--- src/rtl/krca_pkg.sv ---
`timescale 1ns / 1ps
`default_nettype none

package krca_pkg;

  localparam int unsigned KRCA_TABLE_ENTRIES = 256;

  localparam int unsigned TS_W  = 63;
  localparam int unsigned KEY_W = 64;
  localparam int unsigned CAP_W = 17;
  localparam int unsigned SUM_W = 40;

  typedef enum logic [1:0] {
    MODE_ADD    = 2'd0,
    MODE_REMOVE = 2'd1,
    MODE_UPDATE = 2'd2,
    MODE_OTHER  = 2'd3
  } mode_e;

  typedef enum logic [2:0] {
    ST_CLEAR,
    ST_IDLE,
    ST_SCAN,
    ST_DRAIN,
    ST_COMMIT
  } state_e;

  // controller to datapath
  typedef struct packed {
    logic clr;
    logic load;
    logic rd;
    logic commit;
  } cmd_t;

  // datapath to controller
  typedef struct packed {
    logic cnt_last;
    logic emit;
    logic out_busy;
  } sts_t;

endpackage

`default_nettype wire

--- src/rtl/krca_ctrl.sv ---
`timescale 1ns / 1ps
`default_nettype none

module krca_ctrl (
  input  logic          clk_i,
  input  logic          rst_ni,
  input  logic          in_valid_i,
  output logic          in_ready_o,
  input  krca_pkg::sts_t sts_i,
  output krca_pkg::cmd_t cmd_o
);
  import krca_pkg::*;

  state_e state_q, state_d;

  always_ff @(posedge clk_i or negedge rst_ni) begin
    if (!rst_ni) begin
      state_q <= ST_CLEAR;
    end else begin
      state_q <= state_d;
    end
  end

  always_comb begin
    state_d    = state_q;
    cmd_o      = '0;
    in_ready_o = 1'b0;
    unique case (state_q)
      ST_CLEAR: begin
        cmd_o.clr = 1'b1;
        if (sts_i.cnt_last) begin
          state_d = ST_IDLE;
        end
      end
      ST_IDLE: begin
        in_ready_o = 1'b1;
        if (in_valid_i) begin
          cmd_o.load = 1'b1;
          state_d    = ST_SCAN;
        end
      end
      ST_SCAN: begin
        cmd_o.rd = 1'b1;
        if (sts_i.cnt_last) begin
          state_d = ST_DRAIN;
        end
      end
      // last entry read is compared here
      ST_DRAIN: begin
        state_d = ST_COMMIT;
      end
      ST_COMMIT: begin
        if (!sts_i.emit || !sts_i.out_busy) begin
          cmd_o.commit = 1'b1;
          state_d      = ST_IDLE;
        end
      end
      default: begin
        state_d = ST_CLEAR;
      end
    endcase
  end

endmodule

`default_nettype wire

--- config.mk ---
export PLATFORM = sky130hd
export DESIGN_NAME = krca_ctrl
export DESIGN_NICKNAME = d
export VERILOG_FILES = /design/src/rtl/krca_pkg.sv /design/src/rtl/krca_ctrl.sv
export SDC_FILE = /design/constraint.sdc
export NUM_CORES = 1
export LEC_CHECK = 0
export BUFFER_PORTS_ARGS = -buffer_cell sky130_fd_sc_hd__buf_2
export CAP_MARGIN = 20
export CELL_PAD_IN_SITES_DETAIL_PLACEMENT = 1
export CELL_PAD_IN_SITES_GLOBAL_PLACEMENT = 2
export CORE_AREA = 3 3 40 42
export CTS_BUF_LIST = sky130_fd_sc_hd__clkbuf_8
export DETAILED_ROUTE_END_ITERATION = 10
export DIE_AREA = 0 0 43 45
export PLACE_DENSITY_LB_ADDON = 0.2
export SLEW_MARGIN = 5
export SYNTH_ARGS = -nofsm -noshare
export SYNTH_HDL_FRONTEND = slang
export SYNTH_SLANG_ARGS = --single-unit
--- constraint.sdc ---
create_clock -name clk_i -period 1.72 [get_ports clk_i]
set_clock_uncertainty 0.2 [all_clocks]
set_input_delay 0.172 -clock clk_i [delete_from_list [all_inputs] [get_ports clk_i]]
set_output_delay 0.172 -clock clk_i [all_outputs]
set_load 0.005 [all_outputs]
==> impl_summary.txt, run 1 <==
----------------------------------------------------
[Global route]
  Routing usage on met3 ... approximately 2.4%
  Met1 Track Usage GR ... approximately 6.3%
  Overflow left after global routing ... 0
  First-pass GRT wire length ... between 800 and 900 µm
  Maximum number of pins on one net before global-route repair ... 8
  Number of antenna violations at the first check in global routing ... 0
  Overall fraction of global-route tracks in use ... roughly 6.7%
  Number of global-route vias before repair ... about 220
  Met2 routing resource usage after global routing ... ~9.9%
  Global route hottest layer ... met2

[CTS]
  Number of H-tree levels ... 1
  Maximum buffer depth of the clock tree ... 2
  CTS tree ... yes
  Number of clock sinks ... 3
  Clock-pin transition on the worst setup and hold timing paths ... around 0.03 ns
  CTS Buf Count ... 3
  Clock insertion delay at the later pin of the skew report ... 0.21 ns
  Clock Tree Root ... clkbuf_8

[Setup path]
  Element type at the critical path end ... output port
  Flop-to-flop setup slack ... between 0.3 and 0.4 ns
  Critical path data required time ... between 1 and 1.5 ns
  Max Fanout on Critical Path ... 7
  Worst Setup Path Type ... reg2out
  WP data arrival ... between 1 and 1.5 ns
  Reg-to-reg critical path startpoint ... state_q[2]
  Setup crit start kind ... flip-flop
  Worst Setup SP ... state_q[0]

[Timing]
  Slew at the pin with the worst max-slew slack ... between 0.15 and 0.2 ns
  Hold Violations, Final ... 0
  Fin crit period ... 1.67 ns
  Number of slew-limit violations in the final report ... 0
  Top achievable clock speed ... roughly 600 MHz
  RSZ-0062 raised after global routing ... no
  Final setup vio count ... 0
  Worst hold-check slack ... roughly 0.058 ns
  Worst slew margin relative to its limit ... between 80% and 90%
  Total Neg Setup Slack ... 0 ns
  Crit share post-route ... a little over nine tenths

[Worst hold path]
  HP Start ... in_valid_i
  Classification of the worst-slack hold path ... in2reg

[Floorplanning]
  Die ar. ... ~0.0019 mm²
  Die X ... about 43 µm
  Effective utilization at floorplan ... 13.3%
  Boundary pin count ... 11
  Vertical die dimension ... between 40 and 50 µm
  Rows ... 13
  Total core area ... 0.00128 mm²

[Placement]
  Detailed Place HPWL ... approximately 380 µm
  Placer's final routability congestion estimate ... between 0.6 and 0.7
  I/O Buffers ... 10
  Area after detailed placement ... roughly 240 µm²
  Total instance count after detailed placement ... 44

[Synthesis]
  Leading cell type by number of instances after synthesis ... dfrtp_1
  Net count after synthesis ... 25
  Share of the synthesized area in the top cell type ... between 40% and 50%
  Main combinational cell family by area after synthesis ... simple AND/OR/NAND/NOR gates
  Largest area contributor in the synthesized netlist ... dfrtp_1
  Post-synth EDFFs ... 0
  Share of the synthesized netlist area taken by xor and xnor gates ... 0%
  Adder and majority cell fraction of the synthesized area ... 0%
  Post-synth top flop ... dfrtp_1
  Post-synthesis average cell area ... 9.02 µm²
  Post-synth ARST share ... between 90% and 100%
  Area of the mapped netlist ... approximately 170 µm²
  Post-synthesis cell type count ... 12
  Simple logic cell fraction of the synthesized area ... roughly two fifths
  Number of instances in the synthesized netlist ... 19
  Ranking of synthesized cells by area ... dfrtp_1 44%, and2_1 7.3%, nand2b_1 7.3%, a211o_2 5.8%, nor3_1 5.8%
  Share of synthesized area occupied by flip-flops and latches ... 43.8%
  Warning count from the yosys run ... 0
  Multiplexer area fraction after synthesis ... 0%
  Flop and latch count out of synthesis ... 3
  Fraction of the mapped netlist area in compound gates ... 17.5%

[Routing]
  DRC errors left ... 0
  WL per Instance ... a little under 10 µm
  Number of antenna-violating nets in the routed design ... 0
  Routed wire length ... 503 µm
  Number of detailed-routing iterations run before antenna repair ... 1
  Via Count ... 202
  Routed via count divided by cell count ... 3.96
  DR iter-0 viols ... 0

[Finish]
  Registers with the highest flip-flop counts ... state_q x3
  Number of nets in the layout ... 43
  Area added between synthesis and finish ... 90.5%
  Share of final-layout standard cells stronger than drive strength 1 ... between 50% and 60%
  Register with the most flip-flops ... state_q
  Final cell area excluding filler cells ... 327 µm²
  # diodes ... 0
  Max FFs per register ... 3
  Non-filler cells, final ... 51

[Power and ir drop]
  Worst IR Drop VDD ... between 0.5 and 0.6 mV
  Static power due to leakage ... 0.000158 µW
  Cell area power density ... ~1700 mW/mm²

[Run]
  Maximum Capacitance Violations ... 0

[Outcome]
  Result of the run ... finished clean

----------------------------------------------------
-- cell families (layout without fill, tap and decap cells) --
| kind of cell | after synthesis | after routing |
|---|---|---|
| AND/OR/NAND/NOR | 12 | 12 |
| buffers and inverters | 0 | 17 |
| flip-flops | 3 | 3 |
| AO/OA/AOI/OAI | 4 | 4 |
-- power breakdown --
part | leakage, µW | internal, µW | switching (µW)
Clock | 0.0000269 | 152 | 46.6
Combinational | 0.0000966 | 116 | 83.3
Sequential | 0.0000346 | 106 | 44.2
Total | 0.000158 | 374 | 174
-- worst max-delay path: stages, from the launching register on --
cell,delay (ns)
dfrtp_2,0.43
or3b_4,0.40
a21oi_4,0.12
buf_2,0.12
-- worst paths after layout --
path,end,cells after the start
hold reg to reg,state_q[1],1
max in group asynchronous,state_q[2],2
hold / removal,state_q[1],3
setup / recovery,cmd_o[0],3
min in group asynchronous,state_q[1],2
setup reg to reg,state_q[0],3
-- final cells by class --
cell class | count | area, µm²
fill | 152 | 958
clock buffer | 3 | 41.3
clock inverter | 1 | 3.75
multi-input combinational | 16 | 106
tap | 15 | 18.8
timing repair buffer | 13 | 77.6
sequential | 3 | 78.8
-- per-layer routing --
metal,share of wire (%),wire length [µm],vias to the layer above
met5,0,0,-
met4,3.8,19,0
met3,7.2,36,2
met2,48,242,8
met1,41,206,92
li1,-,-,100
-- metrics by stage --
stage / total power [µW] / setup slack (ns) / util [%]
global placement: 320 / 0.259 / 18.7
finish: 548 / 0.0526 / 25.4
detailed placement: 324 / 0.231 / 18.7
floorplan: 239 / 0.406 / -
CTS: 534 / 0.00681 / 23.9
global route: 602 / 0.00217 / 25.4
-- placed cells by master, fill, tap and decap left out --
master,count
a211o_2,1
a21oi_1,1
a21oi_4,1
and2_1,2
buf_2,10
buf_4,1
clkbuf_8,3
dfrtp_2,3
dlygate4sd3_1,2
inv_1,1
nand2_1,2
nand2b_1,2
nand3b_1,1
nor2_1,2
nor3_1,2
o22ai_1,1
or3b_4,1
-- repair_timing --
action / in CTS / in global routing
endpoints found under the setup margin: 1 / 1
hold buffers: 2 / 0
endpoints found under the hold margin: 4 / 0
pin swaps: 0 / 0
gates resized for setup: 1 / 4
setup buffers: 0 / 1
Note: power is estimated with default switching activity, not from simulation.
==> run 2: changes to the inputs <==
--- a/config.mk
+++ b/config.mk
@@ -13,7 +13,7 @@
 export CTS_BUF_LIST = sky130_fd_sc_hd__clkbuf_8
 export DETAILED_ROUTE_END_ITERATION = 10
 export DIE_AREA = 0 0 43 45
-export PLACE_DENSITY_LB_ADDON = 0.2
+export PLACE_DENSITY_LB_ADDON = 0.25
 export SLEW_MARGIN = 5
 export SYNTH_ARGS = -nofsm -noshare
 export SYNTH_HDL_FRONTEND = slang
==> run 2 against run 1 <==
- critical path depth stayed put
- first-iteration DRC count is the same
- maximum frequency down 0.45%
- combinational power fell by 9%
- sequential cell count stayed put
- cell count unchanged
- largest power group is now clock
==> impl_summary.txt, run 2 (same netlist as run 1, synthesis figures left out) <==
----------------------------------------------------
[Global route]
  First-pass GRT wire length ... 710 µm
  Maximum number of pins on one net before global-route repair ... 8
  Number of antenna violations at the first check in global routing ... 0
  Number of global-route vias before repair ... approximately 190
  Overflow left after global routing ... 0
  Overall fraction of global-route tracks in use ... between 5 and 6%

[Finish]
  Max FFs per register ... 3
  Filler cells ... between 150 and 200
  Non-filler cells, final ... between 50 and 60
  Commonest non-fill, non-tap cells in the layout ... 10 x buf_2, 3 x clkbuf_8, 3 x dfrtp_2
  Registers with the highest flip-flop counts ... state_q x3
  Number of nets in the layout ... 43
  Register with the most flip-flops ... state_q
  Share of final-layout standard cells stronger than drive strength 1 ... between 50% and 60%
  Area added between synthesis and finish ... 86.1%
  Most common cell after layout, fill and taps aside ... buf_2
  # diodes ... 0

[Timing]
  Number of slew-limit violations in the final report ... 0
  Top achievable clock speed ... between 500 and 600 MHz
  Fin crit period ... between 1.5 and 2 ns
  Total Neg Setup Slack ... 0 ns
  Worst hold-check slack ... approximately 0.053 ns
  Hold Violations, Final ... 0
  Crit share post-route ... between 90% and 100%
  Slew at the pin with the worst max-slew slack ... between 0.15 and 0.2 ns
  Worst slew margin relative to its limit ... approximately nine tenths
  Final setup vio count ... 0

[Power and ir drop]
  Cell area power density ... approximately 1700 mW/mm²
  Static power due to leakage ... 0.000157 µW
  Overall power of the completed layout ... approximately 530 µW
  Worst IR Drop VDD ... 0.617 mV

[Setup path]
  WP data arrival ... about 1.3 ns
  Setup crit start kind ... flip-flop
  Critical path data required time ... approximately 1.4 ns
  Worst Setup Path Type ... reg2out
  Delay of the slowest critical-path stage ... between 0.4 and 0.5 ns
  Element type at the critical path end ... output port
  Max Fanout on Critical Path ... 7
  Cell at the slowest stage of the critical path ... dfrtp_2
  Chain of cells forming the critical path ... or3b_4, a21oi_2, buf_2

[CTS]
  Number of H-tree levels ... 1
  Number of clock sinks ... 3
  Clock-pin transition on the worst setup and hold timing paths ... 0.03 ns
  Clock Tree Root ... clkbuf_8
  Clock insertion delay at the later pin of the skew report ... 0.21 ns
  Maximum buffer depth of the clock tree ... 2
  CTS Buf Count ... 3
  CTS tree ... yes

[Routing]
  Routed wire length ... ~460 µm
  DR iter-0 viols ... 0
  Number of detailed-routing iterations run before antenna repair ... 1
  DRC errors left ... 0
  Routed via count divided by cell count ... between 3 and 4
  Number of antenna-violating nets in the routed design ... 0
  Via Count ... roughly 190
  WL per Instance ... 9.10 µm

[Floorplanning]
  Die X ... roughly 43 µm
  Total core area ... about 0.0013 mm²
  Vertical die dimension ... 45 µm
  Boundary pin count ... 11
  Effective utilization at floorplan ... roughly an eighth
  Rows ... 13
  Die ar. ... 0.00194 mm²

[Outcome]
  Result of the run ... finished clean

[Placement]
  I/O Buffers ... 10
  Placer's final routability congestion estimate ... 0.645
  Total instance count after detailed placement ... 44

[Run]
  Maximum Capacitance Violations ... 0

[Worst hold path]
  Classification of the worst-slack hold path ... in2reg

----------------------------------------------------
[run 2: changes by cell type in the layout (fill, tap and decap cells not counted)]
cell,delta
a21oi_2,+1
a21oi_4,-1
[run 2: area by class of cell]
type	instances	area, µm²	area share (%)
multi-input cells	16	98.8	31.0
flip-flops and latches	3	78.8	24.7
clock inverters	1	3.75	1.18
repair buffers	13	77.6	24.3
well taps	15	18.8	5.88
clock buffers	3	41.3	12.9
[run 2: worst max-delay path: cells and delay by family, from the launching register on]
kind | cells | cell delay, ns
compound gates | 1 | 0.13
buf+inv | 1 | 0.13
flops | 1 | 0.42
simple gates | 1 | 0.41
[run 2: layer usage]
| metal | global-route usage (%) | part of all wire (%) | up-vias |
|---|---|---|---|
| met2 | 7.49 | 58 | 3 |
| met5 | 0 | 0 | - |
| met4 | 9.04 | 0 | 0 |
| met3 | 1.59 | 4.7 | 0 |
| met1 | 5.34 | 38 | 86 |
| li1 | - | - | 100 |
[run 2: final timing paths]
| path | from | end | slack [ns] | cells past startpoint |
|---|---|---|---|---|
| worst max-delay path | state_q[1] | cmd_o[0] | 0.05 | 3 |
| worst min-delay path | in_valid_i | state_q[1] | 0.05 | 3 |
| worst max register to register | state_q[2] | state_q[0] | 0.26 | 4 |
| worst min register to register | state_q[2] | state_q[1] | 0.31 | 1 |
| max in group asynchronous | rst_ni | state_q[0] | 1.13 | 2 |
| min in group asynchronous | rst_ni | state_q[1] | 0.07 | 2 |
[run 2: per-stage QoR]
stage	util [%]	setup WS [ns]	cell area (µm²)
2_1_floorplan	-	0.406	171
5_1_grt	24.8	-0.0131	319
3_5_place_dp	18.7	0.253	240
4_1_cts	23.8	0.0172	305
3_3_place_gp	18.7	0.252	240
6_report	24.8	0.0452	319
[run 2: power by group]
group | switching, µW | internal [µW]
clock network | 45.5 | 152
logic | 73.7 | 107
registers | 46.7 | 106
total | 166 | 365
[run 2: timing repair]
| action | 4_1_cts | 5_1_grt |
|---|---|---|
| endpoints found under the setup margin | 0 | 1 |
| gates resized for setup | 0 | 4 |
| endpoints found under the hold margin | 4 | 0 |
| hold buffers | 2 | 0 |
| setup buffers | 0 | 1 |
==> run 3: changes to the inputs <==
--- a/config.mk
+++ b/config.mk
@@ -5,7 +5,7 @@
 export SDC_FILE = /design/constraint.sdc
 export NUM_CORES = 1
 export LEC_CHECK = 0
-export BUFFER_PORTS_ARGS = -buffer_cell sky130_fd_sc_hd__buf_2
+export BUFFER_PORTS_ARGS = -buffer_cell sky130_fd_sc_hd__clkbuf_2
 export CAP_MARGIN = 20
 export CELL_PAD_IN_SITES_DETAIL_PLACEMENT = 1
 export CELL_PAD_IN_SITES_GLOBAL_PLACEMENT = 2
==> run 3 against run 2 <==
- sequential share of layout area is the same
- setup slack gained 0.0016 ns
- combinational power grew 7%
- critical endpoint unchanged
- total power grew 2.5%
- via count grew 2.6%
- maximum frequency is essentially flat
- non-clock buffer count is the same
==> impl_summary.txt, run 3 (same netlist as run 1, synthesis figures left out) <==
----------------------------------------------------
[CTS]
  Maximum buffer depth of the clock tree ... 2
  CTS tree ... yes
  Clock Tree Root ... clkbuf_8
  Clock-pin transition on the worst setup and hold timing paths ... ~0.030 ns
  CTS Buf Count ... 3
  Number of clock sinks ... 3
  Clock insertion delay at the later pin of the skew report ... ~0.22 ns
  Number of H-tree levels ... 1

[Routing]
  Routed via count divided by cell count ... approximately 3.8
  Number of antenna-violating nets in the routed design ... 0
  Routed wire length ... 482 µm
  DRC errors left ... 0
  WL per Instance ... between 9 and 10 µm
  Via Count ... 194
  DR iter-0 viols ... 1
  Number of detailed-routing iterations run before antenna repair ... 2

[Setup path]
  Buf/Inv on CP ... 1
  Flop-to-flop setup slack ... between 0.3 and 0.4 ns
  Delay of the slowest critical-path stage ... approximately 0.42 ns
  Setup crit start kind ... flip-flop
  Worst Reg2Reg Path Length in Cells ... 3
  Critical path data required time ... roughly 1.4 ns
  Reg-to-reg critical path startpoint ... state_q[2]
  Max Fanout on Critical Path ... 6
  Element type at the critical path end ... output port
  Chain of cells forming the critical path ... or3b_4, a21oi_2, clkbuf_2
  Terminus of the critical flop-to-flop path ... state_q[0]
  WP data arrival ... 1.30 ns
  Cell at the slowest stage of the critical path ... dfrtp_2
  Crit path max-delay family ... flip-flops
  Worst Setup Path Type ... reg2out

[Finish]
  Registers with the highest flip-flop counts ... state_q x3
  Register with the most flip-flops ... state_q
  Finished Core Util ... 24.8%
  Share of final-layout standard cells stronger than drive strength 1 ... 55.6%
  Number of nets in the layout ... 43
  Area added between synthesis and finish ... 86.1%
  Commonest non-fill, non-tap cells in the layout ... 10 x clkbuf_2, 3 x clkbuf_8, 3 x dfrtp_2
  # diodes ... 0
  Max FFs per register ... 3
  Most common cell after layout, fill and taps aside ... clkbuf_2
  Non-filler cells, final ... between 50 and 60

[Timing]
  Worst hold-check slack ... roughly 0.028 ns
  Number of slew-limit violations in the final report ... 0
  Total Neg Setup Slack ... 0 ns
  Slew at the pin with the worst max-slew slack ... 0.168 ns
  Hold Violations, Final ... 0
  Top achievable clock speed ... 598 MHz
  Final setup vio count ... 0
  Worst slew margin relative to its limit ... between 80% and 90%
  Fin crit period ... between 1.5 and 2 ns
  Crit share post-route ... a little over nine tenths

[Floorplanning]
  Rows ... 13
  Effective utilization at floorplan ... a little over an eighth
  Die ar. ... slightly below 0.002 mm²
  Vertical die dimension ... 45 µm
  Total core area ... 0.00128 mm²
  Die X ... between 40 and 50 µm
  Boundary pin count ... 11

[Worst hold path]
  Destination of the worst hold path ... state_q[2]
  HP Start ... sts_i[0]
  Classification of the worst-slack hold path ... in2reg
  Number of cells on the worst hold path ... 3

[Global route]
  First-pass GRT wire length ... 710 µm
  Number of antenna violations at the first check in global routing ... 0
  Maximum number of pins on one net before global-route repair ... 8
  Number of global-route vias before repair ... 190
  Overall fraction of global-route tracks in use ... approximately 5.5%
  Overflow left after global routing ... 0

[Power and ir drop]
  Cell area power density ... approximately 1700 mW/mm²
  Worst IR Drop VDD ... 0.628 mV
  Static power due to leakage ... ~0.00016 µW
  Overall power of the completed layout ... approximately 540 µW

[Run]
  Maximum Capacitance Violations ... 0

[Placement]
  Placer's final routability congestion estimate ... 0.601
  Total instance count after detailed placement ... 44
  I/O Buffers ... 10

[Outcome]
  Result of the run ... finished clean

----------------------------------------------------
-- run 3: cell count changes in the layout (fill, tap and decap cells not counted), sizes merged --
cell	previous run	this run
buf	11	1
clkbuf	3	13
-- run 3: worst max path at each step --
stage                from          to  slack [ns]  cells after the start
2_1_floorplan  state_q[1]  state_q[0]        0.41                      3
6_report       state_q[1]    cmd_o[0]        0.05                      3
5_1_grt        state_q[1]    cmd_o[0]     -0.0001                      3
4_1_cts        state_q[1]    cmd_o[0]       0.008                      3
3_5_place_dp   state_q[2]    cmd_o[0]        0.23                      3
3_3_place_gp   state_q[1]    cmd_o[0]        0.24                      3
-- run 3: routing by layer --
metal / vias up / wire length [µm] / share of wire, % / track usage [%]
li1: 101 / - / - / -
met1: 90 / 177 / 37 / 4.37
met2: 3 / 285 / 59 / 8.98
met3: 0 / 19 / 3.9 / 1.20
met4: 0 / 0 / 0 / 9.04
met5: - / 0 / 0 / 0
-- run 3: timing repair --
| action | in CTS | in global routing |
|---|---|---|
| endpoints found under the setup margin | 1 | 1 |
| setup buffers | 0 | 1 |
| hold buffers | 2 | 0 |
| gates resized for setup | 1 | 3 |
| endpoints found under the hold margin | 4 | 0 |
-- run 3: final cells by class --
cell class                      instances  area [µm²]
Fill cell                             166         966
Sequential cell                         3        78.8
Tap cell                               15        18.8
Timing Repair Buffer                   13        77.6
Clock buffer                            3        41.3
Clock inverter                          1        3.75
Multi-Input combinational cell         16        98.8
-- run 3: power by group --
| part | switching (µW) | internal [µW] | leakage, µW | total [µW] |
|---|---|---|---|---|
| Clock | 47.2 | 152 | 0.0000269 | 199 |
| Combinational | 80.1 | 113 | 0.0000940 | 194 |
| Sequential | 45.6 | 106 | 0.0000346 | 152 |
-- run 3: worst min-delay path: stages --
cell and delay, ns:
clkbuf_2 0.09, nand2_1 0.05, o22ai_1 0.08
-- run 3: per-stage QoR --
stage	area, µm²	worst slack, ns
after detailed placement	240	0.230
after CTS	307	0.00754
after floorplan	171	0.406
final	319	0.0468
after global routing	319	-0.000101
after global placement	240	0.238
